<file path="src/design/rtpl_pkg.sv">
// Package with shared types, codes and constants of the route table.
`default_nettype none
package rtpl_pkg;

    localparam int ENTRIES_DEFAULT = 64;

    localparam logic [2:0] OP_APPEND = 3'd0;
    localparam logic [2:0] OP_DELETE = 3'd1;
    localparam logic [2:0] OP_EXACT  = 3'd2;
    localparam logic [2:0] OP_LPM    = 3'd3;
    localparam logic [2:0] OP_READ   = 3'd4;

    localparam logic [1:0] ST_OK       = 2'd0;
    localparam logic [1:0] ST_NOTFOUND = 2'd1;
    localparam logic [1:0] ST_FULL     = 2'd2;
    localparam logic [1:0] ST_RANGE    = 2'd3;

    // One stored route.
    typedef struct packed {
        logic [31:0] address;
        logic [5:0]  prefix;
        logic [31:0] next_hop;
        logic [15:0] distance;
        logic        broken;
    } route_t;

    // Request item on the input channel.
    typedef struct packed {
        logic [2:0]  opcode;
        logic [31:0] address;
        logic [5:0]  prefix_len;
        logic [31:0] next_hop;
        logic [15:0] distance;
        logic        broken_in;
        logic [5:0]  slot;
    } rtpl_req_t;

    // Result item on the output channel.
    typedef struct packed {
        logic [1:0]  status;
        logic [5:0]  hit_slot;
        logic [31:0] hit_address;
        logic [5:0]  hit_prefix;
        logic [31:0] hit_next_hop;
        logic [15:0] hit_distance;
        logic        hit_broken;
        logic [6:0]  entry_count;
    } rtpl_rsp_t;

    // Controller to datapath.
    typedef struct packed {
        logic load;      // capture the input item
        logic scan_rd;   // read the entry at the scan index
        logic compare;   // evaluate the entry read in the last cycle
        logic step;      // advance the scan index
        logic write_new; // write the captured route at the fill count
        logic shift_wr;  // write the entry read last cycle one slot lower
        logic dec_count;
        logic inc_count;
        logic fetch_hit; // read the found entry for the result
        logic finish;    // build the result
    } rtpl_cmd_t;

    // Datapath to controller.
    typedef struct packed {
        logic [2:0] opcode;
        logic       full;
        logic       scan_last; // scan index is at the last used entry
        logic       empty;
        logic       found;     // a delete or exact match was seen
        logic       read_ok;
    } rtpl_sts_t;

endpackage
`default_nettype wire

</file>
<file path="src/design/rtpl_ctrl.sv">
// Controller state machine that sequences scans, shifts and results.
`default_nettype none
module rtpl_ctrl (
    input  wire logic              clk,
    input  wire logic              rst_n,
    input  wire logic              in_valid,
    output logic                   in_ready,
    output logic                   out_valid,
    input  wire logic              out_ready,
    input  wire rtpl_pkg::rtpl_sts_t sts,
    output rtpl_pkg::rtpl_cmd_t    cmd
);
    typedef enum logic [6:0] {
        S_IDLE   = 7'b0000001,
        S_DISP   = 7'b0000010,
        S_SCAN   = 7'b0000100,
        S_SHIFT  = 7'b0001000,
        S_FETCH  = 7'b0010000,
        S_FIN    = 7'b0100000,
        S_OUT    = 7'b1000000
    } state_t;

    state_t state_reg, state_next;
    logic   rd_pend_reg, rd_pend_next; // an entry read is in flight

    assign in_ready  = (state_reg == S_IDLE);
    assign out_valid = (state_reg == S_OUT);

    // Next state and commands.
    always_comb
    begin
        state_next   = state_reg;
        rd_pend_next = 1'b0;
        cmd          = '0;
        case (state_reg)
            S_IDLE:
            begin
                if (in_valid)
                begin
                    cmd.load   = 1'b1;
                    state_next = S_DISP;
                end
            end
            S_DISP:
            begin
                case (sts.opcode)
                    rtpl_pkg::OP_APPEND:
                    begin
                        if (!sts.full)
                        begin
                            cmd.write_new = 1'b1;
                            cmd.inc_count = 1'b1;
                            state_next    = S_FETCH;
                        end
                        else
                            state_next = S_FIN;
                    end
                    rtpl_pkg::OP_DELETE, rtpl_pkg::OP_EXACT, rtpl_pkg::OP_LPM:
                    begin
                        if (sts.empty)
                            state_next = S_FIN;
                        else
                        begin
                            cmd.scan_rd  = 1'b1;
                            rd_pend_next = 1'b1;
                            state_next   = S_SCAN;
                        end
                    end
                    rtpl_pkg::OP_READ:
                        state_next = sts.read_ok ? S_FETCH : S_FIN;
                    default:
                        state_next = S_FIN;
                endcase
            end
            S_SCAN:
            begin
                // The entry at the scan index was read last cycle.
                cmd.compare = 1'b1;
                if (sts.found || sts.scan_last)
                begin
                    if (sts.found && sts.opcode == rtpl_pkg::OP_DELETE)
                    begin
                        cmd.step   = !sts.scan_last;
                        cmd.scan_rd = !sts.scan_last;
                        rd_pend_next = !sts.scan_last;
                        state_next = S_SHIFT;
                    end
                    else
                        state_next = S_FETCH;
                end
                else
                begin
                    cmd.step     = 1'b1;
                    cmd.scan_rd  = 1'b1;
                    rd_pend_next = 1'b1;
                end
            end
            S_SHIFT:
            begin
                // Move the entries behind the deleted one up one slot.
                if (rd_pend_reg)
                begin
                    cmd.shift_wr = 1'b1;
                    if (!sts.scan_last)
                    begin
                        cmd.step     = 1'b1;
                        cmd.scan_rd  = 1'b1;
                        rd_pend_next = 1'b1;
                    end
                end
                else
                begin
                    cmd.dec_count = 1'b1;
                    state_next    = S_FIN;
                end
            end
            S_FETCH:
            begin
                cmd.fetch_hit = 1'b1;
                state_next    = S_FIN;
            end
            S_FIN:
            begin
                cmd.finish = 1'b1;
                state_next = S_OUT;
            end
            S_OUT:
            begin
                if (out_ready)
                    state_next = S_IDLE;
            end
            default:
                state_next = S_IDLE;
        endcase
    end

    always_ff @(posedge clk or negedge rst_n)
    begin
        if (!rst_n)
        begin
            state_reg   <= S_IDLE;
            rd_pend_reg <= 1'b0;
        end
        else
        begin
            state_reg   <= state_next;
            rd_pend_reg <= rd_pend_next;
        end
    end

    // A result is never shown while a new item can enter.
    a_excl: assert property (@(posedge clk) disable iff (!rst_n)
        !(in_ready && out_valid)) else $error("ready and result valid together");
    // A held result stays until taken.
    a_hold: assert property (@(posedge clk) disable iff (!rst_n)
        out_valid && !out_ready |=> out_valid) else $error("result dropped");
    // Shifts only follow a read.
    a_shift: assert property (@(posedge clk) disable iff (!rst_n)
        cmd.shift_wr |-> $past(cmd.scan_rd)) else $error("shift without read");
endmodule
`default_nettype wire

</file>
<file path="config.mk">
export PLATFORM = sky130hd
export DESIGN_NAME = rtpl_ctrl
export DESIGN_NICKNAME = d
export VERILOG_FILES = /design/src/design/rtpl_pkg.sv /design/src/design/rtpl_ctrl.sv
export SDC_FILE = /design/constraint.sdc
export NUM_CORES = 1
export LEC_CHECK = 0
export ABC_AREA = 0
export BUFFER_PORTS_ARGS = -buffer_cell sky130_fd_sc_hd__buf_2
export CORE_MARGIN = 4
export CORE_UTILIZATION = 35
export CTS_CLUSTER_DIAMETER = 100
export DETAILED_ROUTE_END_ITERATION = 8
export PLACE_DENSITY = 0.67
export SLEW_MARGIN = 30
export SYNTH_ARGS = -nofsm -noshare
export SYNTH_HDL_FRONTEND = slang
export SYNTH_SLANG_ARGS = --single-unit
</file>
<file path="constraint.sdc">
create_clock -name clk -period 2.2 [get_ports clk]
set_clock_uncertainty 0.15 [all_clocks]
set_input_delay 0.44 -clock clk [delete_from_list [all_inputs] [get_ports clk]]
set_output_delay 0.44 -clock clk [all_outputs]
set_load 0.02 [all_outputs]
</file>
==> run summary, run 1 <==
CTS
--------------------------------------------------------------------------------
Clock tree root buffer cell .......................................     clkbuf_4
Number of buffers inserted during clock tree synthesis ............            3
H-tree depth ......................................................            1
Number of sinks driven by the clock tree ..........................            8
Clk Latency, worst-skew pair ......................................      0.27 ns
Clock transition at path regs .....................................      0.07 ns
Bufs on Longest Clock Path ........................................            2
TritonCTS clock tree ..............................................         done

GRT
--------------------------------------------------------------------------------
Vias in the first global route ....................................          717
Global-route wire length before repair ............................      2990 µm
Pin count of the biggest net entering global routing ..............           12
GRT busiest layer .................................................         met2
Global-route total usage across every layer .......................        15.4%
Number of antenna violations at the first check in global routing .            0
Met1 Usage GRT ....................................................        16.7%
Aggregate global routing overflow .................................            0
Met2 Track Usage GR ...............................................        28.5%
Met3 track demand over resource ...................................        2.67%

STA
--------------------------------------------------------------------------------
Final worst setup slack ...........................................    -0.335 ns
RSZ-0062 raised after global routing ..............................          yes
Post-layout min period ............................................      2.54 ns
Max Freq ..........................................................    0.394 GHz
Total count of max-transition violations in the final report ......            0
Final hold violation count ........................................            0
Final period utilization ..........................................         115%
Worst slew slack as a fraction of its limit .......................        55.4%
Number of setup violations in the final report ....................           10
Least-Margin Pin Slew .............................................     0.661 ns

WORST SETUP PATH
--------------------------------------------------------------------------------
Reg-to-reg critical path startpoint ............................... state_reg[4]
Reg-to-reg critical path endpoint ................................. state_reg[2]
Element type at the critical path start ...........................         flop
Highest net fanout along the worst path ...........................            4
Number of buffers and inverters on the critical path ..............            1
Chain of cells forming the critical path .......................... or4_4 > or3_4 > nor4_4 > buf_4
Type of the setup path with the least slack ....................... flop to output pin
Critical Path Max Stage Delay .....................................      0.55 ns
R2r setup slk .....................................................      0.08 ns
Critical Path AT ..................................................      1.95 ns
Kind of cell with the highest combined delay on the critical path . simple AND/OR/NAND/NOR gates
R2R depth .........................................................            6
Slowest library cell on the worst path ............................        or4_4
Worst EP required .................................................      1.61 ns
Crit. End Element .................................................   output pin

DIE
--------------------------------------------------------------------------------
Starting density of the core ......................................        36.6%
X dimension of the die ............................................      50.3 µm
Total I/O pin count ...............................................           24
Row Count .........................................................           15
Core Area .........................................................  0.00171 mm²
Die extent in y ...................................................      50.3 µm
Area of the die ...................................................  0.00253 mm²

YOSYS
--------------------------------------------------------------------------------
Share of the synthesized area in compound gates (AO/OA/AOI/OAI) ...        15.4%
Synthesis-stage register bit count ................................            8
Area fraction in and, or, nand and nor cells after synthesis ......        42.2%
Synthesized net count .............................................           87
Cells taking the most area after synthesis ........................ dfrtp_1 28%, nor4b_1 7.0%, nor4_1 5.0%, nor3_1 4.8%, dfstp_2 4.2%
Adder and majority gate portion of the synthesized area ...........           0%
Post-synth top area share .........................................        28.0%
Commonest cells post-synth ........................................ 7 x dfrtp_1, 6 x nor2_1, 6 x nor3_1
Number of library cell types mapped by synthesis ..................           36
Most area-hungry cell type in the Yosys netlist ...................      dfrtp_1
Synthesized netlist cell count ....................................           75
Top flip-flop cell by instance count after synthesis ..............      dfrtp_1
Count of flip-flops with a built-in enable after synthesis ........            0
Xor-xnor portion of the synthesized cell area .....................        2.80%
Sequential share of the synthesized area ..........................        32.2%
Mean Syn Cell Area ................................................     8.34 µm²
Cell area after synthesis .........................................      626 µm²
Most repeated cell in the gate-level netlist after synthesis ......      dfrtp_1
Multiplexer share of the synthesized area .........................           0%
Fraction of registers with async set/reset ........................         100%
Combinational family with the most area after synthesis ........... simple AND/OR/NAND/NOR gates
Number of warnings reported in the yosys synthesis log ............            0

MIN PATH
--------------------------------------------------------------------------------
HP Start ..........................................................       sts[1]
Hold EP ........................................................... state_reg[2]
Path type of the worst min-delay path ............................. primary input to flop
Number of cells on the worst hold path ............................            2

CELLS AND AREA
--------------------------------------------------------------------------------
Count of antenna diodes in the layout .............................            0
Number of flip-flops in the largest register ......................            7
Nets@finish .......................................................          130
Post-route cell area ..............................................  0.00111 mm²
Count of fill cells added during filler insertion .................          143
Fraction of layout instances using a drive strength above 1 .......        57.3%
Area growth syn-to-layout .........................................        77.4%

PLACED DESIGN
--------------------------------------------------------------------------------
Placer congestion estimate ........................................        0.782
Dpl ws ............................................................    -0.163 ns
Post-Place Cell Area ..............................................      888 µm²
Sum of net half-perimeters after detailed placement ...............      1480 µm
Count of input and output buffers .................................           23

DETAILED ROUTING
--------------------------------------------------------------------------------
Length of the first detailed-routing pass in iterations ...........            4
Via count .........................................................          781
Vias/cell .........................................................         5.50
Final wirelength ..................................................      2240 µm
Drt drc ...........................................................            0
Drt first-iter violations .........................................           14
DRT antenna net count .............................................            0
Routed wirelength normalized by instance count ....................      15.8 µm

POWER
--------------------------------------------------------------------------------
Maximum ir drop on the vdd rail ...................................     0.395 mV
Total leakage power ...............................................     0.511 nW
Power density over the cells ......................................   688 mW/mm²

RUN STATUS
--------------------------------------------------------------------------------
Run status ........................................................ complete, but fails checks
Violations in the final reports ................................... negative setup slack

JOB
--------------------------------------------------------------------------------
Number of maximum-capacitance constraint violations ...............            0

final cells by class:
| cell class | count | area [µm²] | area share [%] |
|---|---|---|---|
| multi-input combinational | 57 | 497 | 44.8 |
| timing repair buffer | 44 | 337 | 30.3 |
| sequential | 8 | 201 | 18.2 |
| tap | 25 | 31.3 | 2.82 |
| clock buffer | 4 | 26.3 | 2.37 |
| inverter | 4 | 17.5 | 1.58 |
cells by family after synthesis:
group | after synthesis
xor+xnor | 2
compound gates | 13
buf+inv | 10
simple gates | 42
flops | 8
worst max-delay path by stage:
stage | startpoint | to | slack (ns) | cells past startpoint
after floorplan | state_reg[5] | cmd[5] | -0.43 | 5
after global placement | state_reg[5] | cmd[2] | -0.12 | 4
after detailed placement | state_reg[5] | cmd[2] | -0.16 | 4
after CTS | state_reg[4] | cmd[7] | -0.31 | 6
after global routing | state_reg[5] | cmd[2] | -0.38 | 4
final | state_reg[5] | cmd[2] | -0.34 | 4
layout by cell type, fill, tap and decap left out, types with 2 or more instances in the layout:
master | netlist | routed
dfrtp_1 | 7 | 7
nor3_1 | 6 | 3
clkbuf_4 | 0 | 3
nor4_4 | 0 | 2
buf_6 | 0 | 9
and2_1 | 2 | 2
nor2_1 | 6 | 5
nor4_1 | 5 | 4
buf_4 | 2 | 22
or3_4 | 1 | 2
nor2b_1 | 2 | 2
nand2b_1 | 3 | 3
buf_2 | 1 | 12
a211o_1 | 2 | 2
inv_1 | 3 | 2
a21oi_1 | 2 | 2
nor4b_1 | 5 | 2
or4_4 | 0 | 2
nor3_2 | 1 | 3
nand2_1 | 3 | 2
nor4b_2 | 0 | 2
power breakdown:
| part | leakage (nW) | internal (W) | switching [W] |
|---|---|---|---|
| Sequential | 0.107 | 0.000172 | 0.0000138 |
| Clock | 0.0150 | 0.0000698 | 0.0000588 |
| Combinational | 0.389 | 0.000221 | 0.000228 |
what timing repair did:
action | 4_1_cts | 5_1_grt
pin swaps | 2 | 3
endpoints found under the setup margin | 11 | 12
endpoints found under the hold margin | 7 | 0
buffers inserted | 0 | 3
gates resized for setup | 9 | 30
hold buffers | 1 | 0
metrics by stage:
stage	total power, W	utilization, %	cells	setup TNS, ns	hold slack (ns)
3_5_place_dp	0.000496	52.0	134	-0.554	0.154
4_1_cts	0.000631	56.2	139	-2.21	0.273
2_1_floorplan	0.000357	-	75	-0.905	-0.00559
3_3_place_gp	0.000486	52.0	134	-0.426	0.147
6_report	0.000764	65.0	142	-2.46	0.281
5_1_grt	0.000798	65.0	142	-2.85	0.286
routing by layer:
layer,vias up,part of all wire [%],routed length (µm)
met2,34,54,1200
li1,365,-,-
met1,376,39,872
met4,0,1.5,34
met3,6,5.9,132
met5,-,0,0
Note: power is estimated with default switching activity, not from simulation.
==> inputs of run 2 (changes only) <==
--- a/config.mk
+++ b/config.mk
@@ -5,13 +5,13 @@
 export SDC_FILE = /design/constraint.sdc
 export NUM_CORES = 1
 export LEC_CHECK = 0
-export ABC_AREA = 0
+export ABC_AREA = 1
 export BUFFER_PORTS_ARGS = -buffer_cell sky130_fd_sc_hd__buf_2
 export CORE_MARGIN = 4
 export CORE_UTILIZATION = 35
 export CTS_CLUSTER_DIAMETER = 100
 export DETAILED_ROUTE_END_ITERATION = 8
-export PLACE_DENSITY = 0.67
+export PLACE_DENSITY = 0.65
 export SLEW_MARGIN = 30
 export SYNTH_ARGS = -nofsm -noshare
 export SYNTH_HDL_FRONTEND = slang
==> run 2 against run 1 <==
  * The run now ends clean
  * Cell area decreased by 15%
  * Maximum frequency increased by 19%
  * Count of clock-buffer cells in the layout unchanged
  * Critical path type unchanged
  * Largest cell class unchanged
  * Highest routed layer unchanged
==> run summary, run 2 <==
DETAILED ROUTING
--------------------------------------------------------------------------------
Final wirelength ..................................................      1730 µm
Vias/cell .........................................................         4.56
Length of the first detailed-routing pass in iterations ...........            6
DRT antenna net count .............................................            0
Routed wirelength normalized by instance count ....................      10.5 µm
Drt drc ...........................................................            0
Via count .........................................................          753
Drt first-iter violations .........................................           15

YOSYS
--------------------------------------------------------------------------------
Cells taking the most area after synthesis ........................ dfrtp_1 24%, nor2_2 9.3%, nand2_1 8.7%, nor2_1 8.1%, inv_1 6.6%
Sequential share of the synthesized area ..........................        27.3%
Fraction of registers with async set/reset ........................         100%
Synthesis-stage register bit count ................................            8
Adder and majority gate portion of the synthesized area ...........           0%
Cell area after synthesis .........................................      737 µm²
Multiplexer share of the synthesized area .........................           0%
Area fraction in and, or, nand and nor cells after synthesis ......        57.0%
Synthesized net count .............................................          121
Most repeated cell in the gate-level netlist after synthesis ......      nand2_1
Number of warnings reported in the yosys synthesis log ............            0
Share of the synthesized area in compound gates (AO/OA/AOI/OAI) ...        3.90%
Most area-hungry cell type in the Yosys netlist ...................      dfrtp_1
Count of flip-flops with a built-in enable after synthesis ........            0
Combinational family with the most area after synthesis ........... simple AND/OR/NAND/NOR gates
Mean Syn Cell Area ................................................     6.76 µm²
Synthesized netlist cell count ....................................          109
Number of library cell types mapped by synthesis ..................           20
Top flip-flop cell by instance count after synthesis ..............      dfrtp_1
Commonest cells post-synth ........................................ 17 x nand2_1, 16 x nor2_1, 13 x inv_1
Post-synth top area share .........................................        23.8%
Xor-xnor portion of the synthesized cell area .....................           0%

PLACED DESIGN
--------------------------------------------------------------------------------
Sum of net half-perimeters after detailed placement ...............      1400 µm
Count of input and output buffers .................................           23
Dpl ws ............................................................     0.291 ns
Post-Place Cell Area ..............................................      871 µm²
Placer congestion estimate ........................................        0.813

CTS
--------------------------------------------------------------------------------
TritonCTS clock tree ..............................................         done
Number of sinks driven by the clock tree ..........................            8
Clk Latency, worst-skew pair ......................................      0.27 ns
Number of buffers inserted during clock tree synthesis ............            3
H-tree depth ......................................................            1
Bufs on Longest Clock Path ........................................            2
Clock tree root buffer cell .......................................     clkbuf_4
Clock transition at path regs .....................................      0.06 ns

CELLS AND AREA
--------------------------------------------------------------------------------
Final core utilization ............................................        47.5%
Seq. cell area ....................................................      203 µm²
Count of fill cells added during filler insertion .................          213
Number of flip-flops in the largest register ......................            7
Top library cells by usage in the layout, fill and taps aside ..... 23 x buf_2, 17 x nand2_1, 16 x nor2_1, 13 x inv_1, 9 x nor2_2
Fraction of layout instances using a drive strength above 1 .......        46.4%
Multi-input logic area ............................................      459 µm²
Count of antenna diodes in the layout .............................            0
Most common library cell in the layout ignoring fill and taps .....        buf_2
Nets@finish .......................................................          151
Area growth syn-to-layout .........................................        27.7%
Post-route cell area ..............................................      941 µm²

WORST SETUP PATH
--------------------------------------------------------------------------------
Type of the setup path with the least slack ....................... flop to output pin
Reg-to-reg critical path endpoint ................................. state_reg[4]
R2r setup slk .....................................................      0.69 ns
Highest net fanout along the worst path ...........................            4
Worst EP required .................................................      1.61 ns
Element type at the critical path start ...........................         flop
Worst setup path startpoint ....................................... state_reg[0]
Reg-to-reg critical path startpoint ............................... state_reg[0]
Critical Path AT ..................................................      1.54 ns
R2R depth .........................................................            9
Crit path to ......................................................       cmd[9]
Crit. End Element .................................................   output pin

POWER
--------------------------------------------------------------------------------
Switching power summed over all nets ..............................   0.000420 W
Share of power burned in the clock network ........................        15.1%
Fraction of power consumed by sequential logic ....................        26.7%
Net Sw Frac .......................................................        49.3%
Design Power ......................................................   0.000851 W
Total leakage power ...............................................     0.522 nW
Combinational share of power ......................................        58.1%
Maximum ir drop on the vdd rail ...................................     0.386 mV
Power density over the cells ......................................   904 mW/mm²
Cell internal power dissipation ...................................   0.000431 W

STA
--------------------------------------------------------------------------------
Total count of max-transition violations in the final report ......            0
Final period utilization ..........................................        96.8%
Max Freq ..........................................................    0.469 GHz
Minimum hold slack ................................................     0.265 ns
Worst slew slack as a fraction of its limit .......................        81.5%
Final worst setup slack ...........................................    0.0694 ns
Least-Margin Pin Slew .............................................     0.275 ns
Post-layout min period ............................................      2.13 ns
Final hold violation count ........................................            0
Number of setup violations in the final report ....................            0

DIE
--------------------------------------------------------------------------------
Die extent in y ...................................................      53.9 µm
Core Area .........................................................  0.00198 mm²
Starting density of the core ......................................        37.2%
Row Count .........................................................           16
X dimension of the die ............................................      53.9 µm
Total I/O pin count ...............................................           24
Area of the die ...................................................  0.00290 mm²

GRT
--------------------------------------------------------------------------------
Number of antenna violations at the first check in global routing .            0
Aggregate global routing overflow .................................            0
Pin count of the biggest net entering global routing ..............            9
Global-route wire length before repair ............................      2660 µm
Vias in the first global route ....................................          675
Global-route total usage across every layer .......................        13.0%

MIN PATH
--------------------------------------------------------------------------------
Path type of the worst min-delay path ............................. primary input to flop

RUN STATUS
--------------------------------------------------------------------------------
Run status ........................................................ finished clean

JOB
--------------------------------------------------------------------------------
Number of maximum-capacitance constraint violations ...............            0

[run 2: changes by cell type in the layout (fill, tap and decap cells not counted), moves of 4 or more]
cell     before  now
buf_6         9    0
inv_1         2   13
nor2_1        5   16
nor2_4        1    6
nor4_1        4    0
buf_2        12   23
nor2_2        0    9
nand2_1       2   17
nand2_2       1    6
inv_2         1    6
nand3_1       1    8
buf_4        22    3
[run 2: repair_timing]
action / CTS / global route
hold buffers: 1 / 0
gates resized for setup: 0 / 3
buffers inserted: 0 / 3
hold endpoints to repair: 7 / 0
setup endpoints to repair: 0 / 2
[run 2: worst max-delay path: stages, from the launching register on]
cell	delay (ns)
dfstp_2	0.57
inv_2	0.06
nor2_1	0.11
nand2_2	0.07
nor2_4	0.13
inv_1	0.07
nor2_1	0.09
buf_2	0.17
[run 2: power by group through the flow]
stage	logic (W)	clock network, W	registers (W)
6_report	0.000495	0.000129	0.000228
5_1_grt	0.000545	0.000139	0.000234
3_5_place_dp	0.000464	0	0.000221
2_1_floorplan	0.000376	0	0.000216
3_3_place_gp	0.000460	0	0.000220
4_1_cts	0.000467	0.000129	0.000218
[run 2: kinds of logic after synthesis]
kind of cell	after synthesis
and+or+nand+nor	75
buffers and inverters	21
DFF	8
AOI/OAI and AO/OA	5
[run 2: worst min path at each step]
stage	from	to	cells past startpoint
floorplan	rst_n	rd_pend_reg	0
global placement	rst_n	rd_pend_reg	1
detailed placement	rst_n	rd_pend_reg	1
CTS	in_valid	state_reg[0]	4
global route	in_valid	state_reg[0]	4
finish	in_valid	state_reg[0]	4
[run 2: cell type report]
| class | count | share of cell area (%) |
|---|---|---|
| Tap cell | 27 | 3.59 |
| Sequential cell | 8 | 21.5 |
| Inverter | 19 | 7.58 |
| Multi-Input combinational cell | 80 | 48.8 |
| Timing Repair Buffer | 27 | 15.7 |
| Clock buffer | 4 | 2.79 |
[run 2: stage by stage]
stage / setup TNS (ns) / std cells
after floorplan: 0 / 109
after global placement: 0 / 157
after detailed placement: 0 / 157
after CTS: 0 / 162
after global routing: -0.0151 / 165
final: 0 / 165
[run 2: metal layers]
metal | vias up | GRT usage [%] | share of wire (%)
met5 | - | 0 | 0
met1 | 339 | 15.2 | 42
li1 | 393 | - | -
met3 | 5 | 1.66 | 3.8
met2 | 16 | 22.0 | 51
met4 | 0 | 8.94 | 3.1
